`src/assert_macros.svh`:
```
// Assertion macros for the Pareto front filter.
// No dependencies; the user must provide clk and rst_n in scope.
`ifndef ASSERT_MACROS_SVH
`define ASSERT_MACROS_SVH

// Clocked check, disabled while reset is asserted
`define PPF_ASSERT(lbl, prop, msg) \
  lbl: assert property (@(posedge clk) disable iff (!rst_n) prop) else $error(msg);

// Clocked check that also holds during reset
`define PPF_ASSERT_ALWAYS(lbl, prop, msg) \
  lbl: assert property (@(posedge clk) prop) else $error(msg);

`endif

```
`src/ppf_pkg.sv`:
```
// Shared types and constants for the partitioned Pareto front filter.
// No dependencies.
`default_nettype none
package ppf_pkg;

  localparam int MaxRows     = 64;
  localparam int MaxCriteria = 8;
  localparam int RowIdxW     = $clog2(MaxRows);
  localparam int RowCntW     = $clog2(MaxRows + 1);
  localparam int CritCntW    = 4;

  localparam logic [CritCntW-1:0] CritReset = CritCntW'(2);
  localparam logic [2:0]          RegCritAddr = 3'd0;

  typedef struct packed {
    logic [15:0]        partition_id;
    logic               row_excluded;
    logic signed [31:0] criterion_1;
    logic signed [31:0] criterion_2;
    logic signed [31:0] criterion_3;
    logic signed [31:0] criterion_4;
    logic signed [31:0] criterion_5;
    logic signed [31:0] criterion_6;
    logic signed [31:0] criterion_7;
    logic signed [31:0] criterion_8;
    logic               last_row;
  } row_in_t;

  typedef struct packed {
    logic [63:0]        keep_mask;
    logic [RowCntW-1:0] rows_loaded;
    logic               overflow;
  } result_t;

  typedef logic signed [31:0] crit_vec_t [MaxCriteria];

  typedef struct packed {
    logic [CritCntW-1:0] crit_cnt;
    logic                earlier;
  } cmp_ctl_t;

  typedef enum logic [2:0] {
    ST_LOAD,
    ST_CAND_RD,
    ST_CAND_LD,
    ST_SWEEP,
    ST_DRAIN,
    ST_NEXT
  } state_t;

endpackage
`default_nettype wire

```
`src/ppf_lane.sv`:
```
// One criterion comparator lane: signed less-or-equal and strictly-less.
// Depends on nothing beyond its ports.
`default_nettype none
module ppf_lane (
  input  wire logic signed [31:0] a,
  input  wire logic signed [31:0] b,
  input  wire logic               active,
  output logic                    le,
  output logic                    lt
);

  // an unused criterion never blocks and never decides
  assign le = active ? (a <= b) : 1'b1;
  assign lt = active ? (a < b)  : 1'b0;

endmodule
`default_nettype wire

```
`src/ppf_merge.sv`:
```
// Criterion lanes plus the merge that decides dominance of one row pair.
// Depends on ppf_pkg and ppf_lane.
`default_nettype none
module ppf_merge (
  input  wire ppf_pkg::crit_vec_t dom_crit,
  input  wire ppf_pkg::crit_vec_t cand_crit,
  input  wire ppf_pkg::cmp_ctl_t  ctl,
  output logic                    dominates
);

  logic [ppf_pkg::MaxCriteria-1:0] le_v;
  logic [ppf_pkg::MaxCriteria-1:0] lt_v;

  for (genvar c = 0; c < ppf_pkg::MaxCriteria; c++) begin : g_lane
    ppf_lane u_lane (
      .a      (dom_crit[c]),
      .b      (cand_crit[c]),
      .active (ppf_pkg::CritCntW'(c) < ctl.crit_cnt),
      .le     (le_v[c]),
      .lt     (lt_v[c])
    );
  end

  // equal on all criteria: the earlier row wins
  assign dominates = (&le_v) && ((|lt_v) || ctl.earlier);

endmodule
`default_nettype wire

```
`config.mk`:
```
export PLATFORM = sky130hd
export DESIGN_NAME = ppf_merge
export DESIGN_NICKNAME = d
export VERILOG_FILES = /design/src/assert_macros.svh /design/src/ppf_pkg.sv /design/src/ppf_lane.sv /design/src/ppf_merge.sv
export SDC_FILE = /design/constraint.sdc
export NUM_CORES = 1
export LEC_CHECK = 0
export BUFFER_PORTS_ARGS = -buffer_cell sky130_fd_sc_hd__buf_2
export CORE_AREA = 2 2 201 203
export DETAILED_ROUTE_END_ITERATION = 8
export DIE_AREA = 0 0 203 205
export GPL_ROUTABILITY_DRIVEN = 0
export GPL_TIMING_DRIVEN = 0
export PLACE_DENSITY = 0.44
export SLEW_MARGIN = 10
export SYNTH_ARGS = -nofsm -noshare
export SYNTH_HDL_FRONTEND = slang
export SYNTH_HIERARCHICAL = 1
export SYNTH_SLANG_ARGS = --single-unit
export TNS_END_PERCENT = 50
```
`constraint.sdc`:
```
create_clock -name vclk -period 5.5
set_clock_uncertainty 0.15 [all_clocks]
set_input_delay 1.1 -clock vclk [all_inputs]
set_output_delay 1.1 -clock vclk [all_outputs]
set_load 0.01 [all_outputs]
```
# == After elaboration in Yosys (flattened, before gate mapping) ==
# Cells that the tools add are included.
# word_totals
regBits,0
input_bits,517
out_inout_bits,1
elab_cells,44
# classes
magnitude_cmp,24
mux,16
n_reduce_logical,4
# op_table
cell,n
32-bit less-or-equal comparator,8
32-bit less-than comparator,8
"3-bit by 4-bit less-than comparator with 1-bit output, first input constant",4
1-bit 2-to-1 mux,16
"1-bit by 4-bit less-than comparator with 1-bit output, first input constant",2
"2-bit by 4-bit less-than comparator with 1-bit output, first input constant",2
8-bit AND reduction,1
8-bit OR reduction,1
1-bit logical AND,1
1-bit logical OR,1

# == Logic depth before layout (Yosys ltp) ==
# Gate-level depths: netlist of the first run.
# logic_depth
ltp_word,5
depth_mapped,11
ltp_nobuf,11

# == By module ==
# Netlist of the first run, hierarchy kept.
# by_module_without_submodules
module,instances,cells_each,area_each_um2,seq_area_each_um2
ppf_lane (g_lane[0].u_lane ...),7,117,852.1,0.0
ppf_lane (g_lane[4].u_lane),1,116,837.1,0.0
ppf_merge,1,14,100.1,0.0

# == Least setup slack after synthesis of the first run ==
# No wires, ideal clock.
# synth_path
path_type,input to output
start,in cand_crit[174] (netlist bit)
end,out dominates
arrival_ps,3715
t_required_ps,4250
path_slack_ps,535
stages,11
n_path_buf,0
path_cell_list,inv_1 > ha_1 > a21oi_2 > nand2_1 > a221o_1 > o31a_1 > nor4_4 > mux2_1 > or4_4 > nor4_2 > nor3_1
# synth_via
elab_chain_len,5
word_cells_on_any_way,8
# synth_lines
item,line_no,rtl
start: declaration,ppf_merge.sv:6,"input wire ppf_pkg::crit_vec_t cand_crit,"
32-bit less-than comparator,ppf_lane.sv:14,assign lt = active ? (a < b) : 1'b0;
1-bit 2-to-1 mux,ppf_lane.sv:14,
"via lt_v, one bit",ppf_merge.sv:12,logic [ppf_pkg::MaxCriteria-1:0] lt_v;
8-bit OR reduction,ppf_merge.sv:25,assign dominates = (&le_v) && ((|lt_v) || ctl.earlier);
1-bit logical OR,ppf_merge.sv:25,
1-bit logical AND,ppf_merge.sv:25,
end: declaration,ppf_merge.sv:8,output logic dominates
# The timed path passes the listed nets, and every way through them passes these cells.

# == Worst setup path in the final report of the first run ==
# layout_path
start,in dom_crit[7] (netlist bit)
end,out dominates
# layout_via
elab_chain_len,5
word_cells_on_any_way,8
# layout_lines
item,line_no,rtl
start: declaration,ppf_merge.sv:5,"input wire ppf_pkg::crit_vec_t dom_crit,"
32-bit less-than comparator,ppf_lane.sv:14,
1-bit 2-to-1 mux,ppf_lane.sv:14,
"via lt_v, one bit",ppf_merge.sv:12,
8-bit OR reduction,ppf_merge.sv:25,
1-bit logical OR,ppf_merge.sv:25,
1-bit logical AND,ppf_merge.sv:25,
# The timed path passes the listed nets, and every way through them passes these cells.

==> impl_metrics.py, run 1 <==
metrics = {
    "power": {
        "p_comb_frac": 1.000,
        "ir_drop_uv": 27.81,
        "pwr-share-seq": 0,
        "powerDensity_mw_per_mm2": 66.37,
        "total_power_of_the_final_layout_uw": 677.7,
        "total_leakage_power_uw": 0.006282,
        "switching_power_uw": 331.1,
        "clkPwrFrac": 0,
        "sw_share": 0.4886,
        "power.internal_uw": 346.6,
    },
    "worst_setup_path": {
        "arrival_ns": 4.13,
        "worst_ep_required_time_ns": 4.25,
        "cp_max_fo": 2,
        "setup.worst_path.class": "primary input to output port",
        "start_kind": "primary input",
        "critPathCaptureType": "output port",
    },
    "sta": {
        "layout_worst_path_cycle_share": 0.9787,
        "max-slew-margin-rel": 0.6224,
        "tightestPinTransition_ns": 0.5613,
        "fmaxAchievable_ghz": 0.1858,
        "timing.final.setup_violations": 0,
        "fin_crit_ns": 5.383,
        "fin_setup_tns_ns": 0,
        "slew_viol_final": 0,
        "hold_viol": 0,
    },
    "logic_synthesis": {
        "ys.warnings.count": 6,
        "synthesis.instances": 949,
        "postSynthAreaPerCell_um2": 7.273,
        "netlist_area_mm2": 0.006902,
        "ys_types": 36,
        "synth_nets": 1722,
        "ys_seq_area_frac": 0,
    },
    "route": {
        "first_pass_iters": 4,
        "detail_route.vias_per_cell": 4.130,
        "num_vias": 8231,
        "detail-route-antenna-nets": 0,
        "post_drt_wl_per_cell_um": 14.36,
        "routed_wirelength_um": 28620,
        "drt-initial-drc-count": 257,
        "drc": 0,
    },
    "floorplanning": {
        "starting_density_of_the_core": 0.1753,
        "design.portCount": 518,
        "die_width_um": 203,
        "placement_rows": 73,
        "floorplan.die_area_mm2": 0.04162,
        "core_mm2": 0.03937,
        "die_h_um": 205,
    },
    "global_routing": {
        "first_global_vias": 8331,
        "gr-total-overflow": 0,
        "pin_count_of_the_biggest_net_entering_global_routing": 9,
        "grt_first_pass_wirelength_um": 42480,
        "grt_antenna_before_repair": 2,
        "grt_util_all_layers": 0.1281,
    },
    "cells_and_area": {
        "clockBufferCount": 0,
        "drive_gt1_frac": 0.3719,
        "nNetsFinal": 2243,
        "finalCoreUtilization": 0.2594,
        "finish.cell_count_without_fillers": 1993,
        "final-seq-area_um2": 0,
        "synthToLayoutAreaGrowth_pct": 47.95,
        "n_sequential_cell": 0,
        "antennaDiodeCount": 0,
    },
    "placed_design": {
        "hpwlAfterDp_um": 27730,
        "port-buffer-count": 518,
        "dp.cells": 1992,
    },
    "hold_path": {
        "worst_hold_path.num_cells": 4,
        "hp-start": "ctl[0]",
        "hold_end": "dominates",
        "timing.hold.worst.class": "primary input to output port",
    },
    "clocking": {
        "ctsHoldBuffers": 0,
    },
    "status": {
        "outcome": "finished clean",
    },
    "flow_run": {
        "total_of_max_cap_violations": 0,
    },
}
## layout make-up
cell class | count | area (um^2)
fillers | 4418 | 29160
multi-input cells | 691 | 5986
well taps | 525 | 656.9
inverters | 258 | 968.4
repair buffers | 519 | 2600
## cell usage after synthesis, types with 12 or more instances
cell       n  area share
a21o_1    12       0.013
o21ai_0   32       0.023
nor2b_1   23       0.021
nand4_1   36       0.033
nor2_1    15      0.0082
inv_1    258        0.14
and4_1    22       0.028
nand2_1   55       0.030
nand3_1   31       0.022
ha_1     256        0.46
a21oi_1   82       0.059
nor3_1    15       0.011
## kinds of logic after synthesis
logic type	after synthesis	synth area share
fa+ha+maj	256	0.4641
compound gates	186	0.1686
simple gates	235	0.2054
buf+inv	258	0.1403
mux	14	0.02157
## power by group through the flow
| stage | Sequential (uW) | Combinational [uW] | Clock (uW) |
|---|---|---|---|
| 3_3_place_gp | 0 | 667 | 0 |
| 6_report | 0 | 678 | 0 |
| 4_1_cts | 0 | 682 | 0 |
| 3_5_place_dp | 0 | 675 | 0 |
| 2_1_floorplan | 0 | 362 | 0 |
| 5_1_grt | 0 | 783 | 0 |
## metrics by stage
step	instance area, um^2	hold WS [ns]	worst slack (ns)
2_1_floorplan	6902	2.334	0.5352
3_3_place_gp	10150	2.458	0.01165
3_5_place_dp	10150	2.488	-0.01377
4_1_cts	10150	2.489	0.005898
5_1_grt	10210	2.605	-0.008109
6_report	10210	2.518	0.1171
## cells in the final DEF (no fill, tap or decap), types with 10 or more instances in the layout
cell type  count
nor3_1        15
nand3_1       31
ha_1         254
inv_1        258
nand2_1       55
nor2b_1       23
a21oi_2       10
nor2_1        15
and4_1        22
buf_2        518
o21ai_0       31
a21oi_1       80
nand4_1       36
a21o_1        12
## how the worst max path moves through the flow
stage / startpoint / to / slack [ns] / depth (start not counted)
floorplan: cand_crit[174] / dominates / 0.54 / 11
global placement: dom_crit[78] / dominates / 0.01 / 12
detailed placement: dom_crit[78] / dominates / -0.01 / 12
CTS: cand_crit[78] / dominates / 0.006 / 13
global route: dom_crit[15] / dominates / -0.008 / 12
finish: dom_crit[7] / dominates / 0.12 / 12
## layer usage
metal | global-route usage | routed length [um] | vias to the layer above
met3 | 0.02243 | 1985 | 20
met1 | 0.1559 | 12150 | 3523
met4 | 0.01929 | 471 | 2
met5 | 0 | 13 | -
li1 | - | - | 4375
met2 | 0.2381 | 14000 | 311
## worst max-delay path, cell delays in order
cell and delay (ns):
buf_2 0.10, ha_1 0.32, nand2_1 0.14, o21ai_1 0.12
a221o_1 0.33, o31a_1 0.33, nor4_4 0.35, mux2_4 0.33
or4_4 0.57, nor4_4 0.23, nor3_1 0.07, buf_2 0.15
## what timing repair did
action,4_1_cts,5_1_grt
setup endpoints to repair,1,1
gates resized for setup,1,10
setup buffers,0,1
pin swaps,0,5
Power figures use the tool's default switching activity.
==> run 2, diff against run 1 <==
Settings changed: MAX_ROUTING_LAYER set to met4.
==> impl_metrics.py, run 2 (synthesized netlist as in run 1, its figures left out) <==
metrics = {
    "power": {
        "sw_share": 0.4883,
        "clkPwrFrac": 0,
        "powerDensity_mw_per_mm2": 66.29,
        "switching_power_uw": 330.6,
        "total_power_of_the_final_layout_uw": 677.1,
        "pwr-share-seq": 0,
        "total_leakage_power_uw": 0.006282,
        "power.internal_uw": 346.5,
        "p_comb_frac": 1.000,
        "ir_drop_uv": 27.74,
    },
    "placed_design": {
        "post_place_worst_slack_ns": -0.01377,
        "hpwlAfterDp_um": 27730,
        "dp.cells": 1992,
        "port-buffer-count": 518,
    },
    "worst_setup_path": {
        "cp_max_fo": 2,
        "setup.worst_path.class": "primary input to output port",
        "worst_ep_required_time_ns": 4.25,
        "start_kind": "primary input",
        "arrival_ns": 4.14,
        "critPathCaptureType": "output port",
    },
    "sta": {
        "max-slew-margin-rel": 0.6737,
        "tightestPinTransition_ns": 0.4865,
        "worst_hold_slack_ns": 2.513,
        "fin_crit_ns": 5.385,
        "timing.final.setup_violations": 0,
        "fin_setup_tns_ns": 0,
        "setup_ws_ns": 0.1147,
        "layout_worst_path_cycle_share": 0.9791,
        "hold_viol": 0,
        "slew_viol_final": 0,
        "fmaxAchievable_ghz": 0.1857,
    },
    "floorplanning": {
        "placement_rows": 73,
        "core_mm2": 0.03937,
        "design.portCount": 518,
        "floorplan.die_area_mm2": 0.04162,
        "die_width_um": 203,
        "die_h_um": 205,
        "starting_density_of_the_core": 0.1753,
    },
    "global_routing": {
        "pin_count_of_the_biggest_net_entering_global_routing": 9,
        "grt_antenna_before_repair": 2,
        "grt_first_pass_wirelength_um": 42320,
        "first_global_vias": 8361,
        "gr-total-overflow": 0,
        "grt_util_all_layers": 0.1319,
    },
    "flow_run": {
        "total_of_max_cap_violations": 0,
    },
    "cells_and_area": {
        "layout_commonest_cell": "buf_2",
        "clockBufferCount": 0,
        "final-seq-area_um2": 0,
        "synthToLayoutAreaGrowth_pct": 47.99,
        "n_sequential_cell": 0,
        "drive_gt1_frac": 0.3719,
        "layout.cells.most_common_list": "buf_2, inv_1, ha_1",
        "finish.cell_count_without_fillers": 1994,
        "nNetsFinal": 2243,
        "n_fill_cell": 4417,
    },
    "route": {
        "routed_wirelength_um": 28600,
        "drt-initial-drc-count": 268,
        "post_drt_wl_per_cell_um": 14.34,
        "detail_route.vias_per_cell": 4.123,
        "first_pass_iters": 4,
        "drc": 0,
        "detail-route-antenna-nets": 0,
        "num_vias": 8221,
    },
    "status": {
        "outcome": "finished clean",
    },
    "hold_path": {
        "timing.hold.worst.class": "primary input to output port",
    },
}
## run 2: changes by cell type in the layout (fill, tap and decap cells not counted)
cell     before  now
diode_2       0    1
## run 2: final cells by class
type,instances,area (um^2),share of cell area
Antenna cell,1,2.502,0.0002450
Inverter,258,968.4,0.09482
Multi-Input combinational cell,691,5986,0.5861
Tap cell,525,656.9,0.06431
Timing Repair Buffer,519,2600,0.2546
## run 2: path summary, 6_finish.rpt
kind	cells after the start	endpoint	start	slack [ns]
setup / recovery	12	dominates	dom_crit[7]	0.11
hold / removal	4	dominates	ctl[0]	2.51
## run 2: stage by stage
stage                       util  cell area (um^2)
after floorplan                -              6902
final                     0.2594             10210
after detailed placement  0.2579             10150
after global routing      0.2594             10210
after global placement    0.2579             10150
after CTS                 0.2579             10150
## run 2: worst max-delay path, stage by stage
cell,delay [ns]
buf_2,0.10
ha_1,0.32
a21oi_2,0.15
o21ai_1,0.11
a221o_1,0.33
o31a_1,0.33
nor4_4,0.35
mux2_4,0.33
or4_4,0.57
nor4_4,0.23
nor3_1,0.07
buf_2,0.15
## run 2: metal layers
metal  global-route usage  part of all wire  vias to the layer above
li1                     -                 -                     4377
met1               0.1589              0.43                     3517
met2               0.2386              0.49                      311
met3              0.01766             0.064                       16
met4              0.01825             0.016                        0
met5                    -                 0                        -
## run 2: what timing repair did
action,CTS,global route
pin swaps,0,5
gates resized for setup,1,10
setup buffers,0,1
endpoints found under the setup margin,1,1
hold buffers,0,0
## run 2: power by group through the flow
stage	clock network, uW	registers [uW]	logic (uW)
2_1_floorplan	0	0	362
3_3_place_gp	0	0	667
3_5_place_dp	0	0	675
4_1_cts	0	0	682
5_1_grt	0.0000243	0	783
6_report	0.0000243	0	677
==> run 3, diff against run 2 <==
Settings changed: CORE_AREA 2 2 201 203 to 3 3 202 204, DIE_AREA 0 0 203 205 to 0 0 205 207.
==> impl_metrics.py, run 3 (synthesized netlist as in run 1, its figures left out) <==
metrics = {
    "cells_and_area": {
        "layout_commonest_cell": "buf_2",
        "nNetsFinal": 2246,
        "finalCoreUtilization": 0.2628,
        "layout.cells.most_common_list": "buf_2, inv_1, ha_1",
        "n_fill_cell": 4478,
        "clockBufferCount": 0,
        "multi_input_area_mm2": 0.006116,
        "synthToLayoutAreaGrowth_pct": 50.27,
        "final-seq-area_um2": 0,
        "n_sequential_cell": 0,
        "drive_gt1_frac": 0.3855,
    },
    "global_routing": {
        "pin_count_of_the_biggest_net_entering_global_routing": 9,
        "grt_util_all_layers": 0.1319,
        "gr-total-overflow": 0,
        "gr-usage-met2": 0.2425,
        "grt_met3_usage": 0.01823,
        "gr-max-usage-layer": "met2",
        "grt_first_pass_wirelength_um": 43700,
        "groute.layer.met1.usage": 0.1589,
        "grt_antenna_before_repair": 2,
        "first_global_vias": 8468,
    },
    "sta": {
        "worst_hold_slack_ns": 2.598,
        "fmaxAchievable_ghz": 0.1870,
        "layout_worst_path_cycle_share": 0.9726,
        "fin_crit_ns": 5.349,
        "slew_viol_final": 0,
        "hold_viol": 0,
        "tightestPinTransition_ns": 0.4835,
        "max-slew-margin-rel": 0.6747,
        "timing.final.setup_violations": 0,
    },
    "route": {
        "first_pass_iters": 4,
        "drc": 0,
        "detail_route.vias_per_cell": 4.141,
        "detail-route-antenna-nets": 0,
        "post_drt_wl_per_cell_um": 14.84,
        "drt-initial-drc-count": 223,
        "num_vias": 8277,
        "routed_wirelength_um": 29670,
    },
    "floorplanning": {
        "placement_rows": 73,
        "core_mm2": 0.03946,
        "starting_density_of_the_core": 0.1749,
        "die_width_um": 205,
        "die_h_um": 207,
        "floorplan.die_area_mm2": 0.04244,
        "design.portCount": 518,
    },
    "worst_setup_path": {
        "setup.worst_path.class": "primary input to output port",
        "start_kind": "primary input",
        "worst_ep_required_time_ns": 4.25,
        "arrival_ns": 4.10,
        "maximum_cell_stage_delay_along_the_critical_path_ns": 0.54,
        "cp_max_fo": 2,
        "worst_setup_path_startpoint": "dom_crit[71]",
        "crit_chain": "buf_2 > ha_1 > a21oi_1 > o21ai_1 > a221o_1 > o31a_1 > nor4_4 > mux2_4 > or4_4 > nor4_4 > nor3_4 > buf_2",
        "critPathSlowestCell": "or4_4",
        "critPathCaptureType": "output port",
    },
    "hold_path": {
        "hp-start": "ctl[0]",
        "timing.hold.worst.class": "primary input to output port",
    },
    "power": {
        "total_leakage_power_uw": 0.006296,
        "powerDensity_mw_per_mm2": 67.23,
        "ir_drop_uv": 24.00,
    },
    "placed_design": {
        "port-buffer-count": 518,
        "hpwlAfterDp_um": 28320,
    },
    "status": {
        "outcome": "finished clean",
    },
    "flow_run": {
        "total_of_max_cap_violations": 0,
    },
    "clocking": {
        "ctsHoldBuffers": 0,
    },
}
## run 3: changes by cell type in the layout (fill, tap and decap cells not counted), sizes merged
cell,change
diode,+2
buf,+3
## run 3: final cells by class
class | instances | share of cell area
antenna | 3 | 0.0007239
timing repair buffer | 522 | 0.2529
inverter | 258 | 0.09338
tap | 525 | 0.06334
multi-input combinational | 691 | 0.5897
## run 3: worst max-delay path, delay by kind of cell
| family | cells | cell delay (ns) |
|---|---|---|
| AOI/OAI and AO/OA | 4 | 0.82 |
| adders and majority gates | 1 | 0.29 |
| buffers and inverters | 2 | 0.25 |
| muxes | 1 | 0.36 |
| and+or+nand+nor | 4 | 1.26 |
## run 3: power breakdown
group          switching [uW]  internal [uW]  leakage [uW]
clock                       0      0.0000543  0.0000000209
combinational             339            358       0.00630
sequential                  0              0             0
## run 3: final timing paths
path,end,slack [ns],depth (start not counted)
max,dominates,0.15,12
min,dominates,2.60,4
## run 3: routing by layer
layer	vias up	wire (um)
met4	0	241
met5	-	0
li1	4380	-
met1	3600	12680
met2	283	14700
met3	14	2049
## run 3: per-stage QoR
step / setup WS, ns / cell area, um^2 / std cells / total power, uW / setup TNS, ns
floorplan: 0.5352 / 6902 / 949 / 361.7 / 0
global placement: -0.1464 / 10150 / 1992 / 669.2 / -0.1464
detailed placement: -0.1357 / 10150 / 1992 / 677.1 / -0.1357
CTS: 0.005234 / 10160 / 1992 / 685.1 / 0
global route: -0.01553 / 10370 / 1998 / 806.3 / -0.01553
finish: 0.1510 / 10370 / 1999 / 697.3 / 0
## run 3: repair_timing
action | 4_1_cts | 5_1_grt
gates resized for setup | 3 | 30
endpoints found under the setup margin | 1 | 1
pin swaps | 0 | 17
setup buffers | 0 | 4
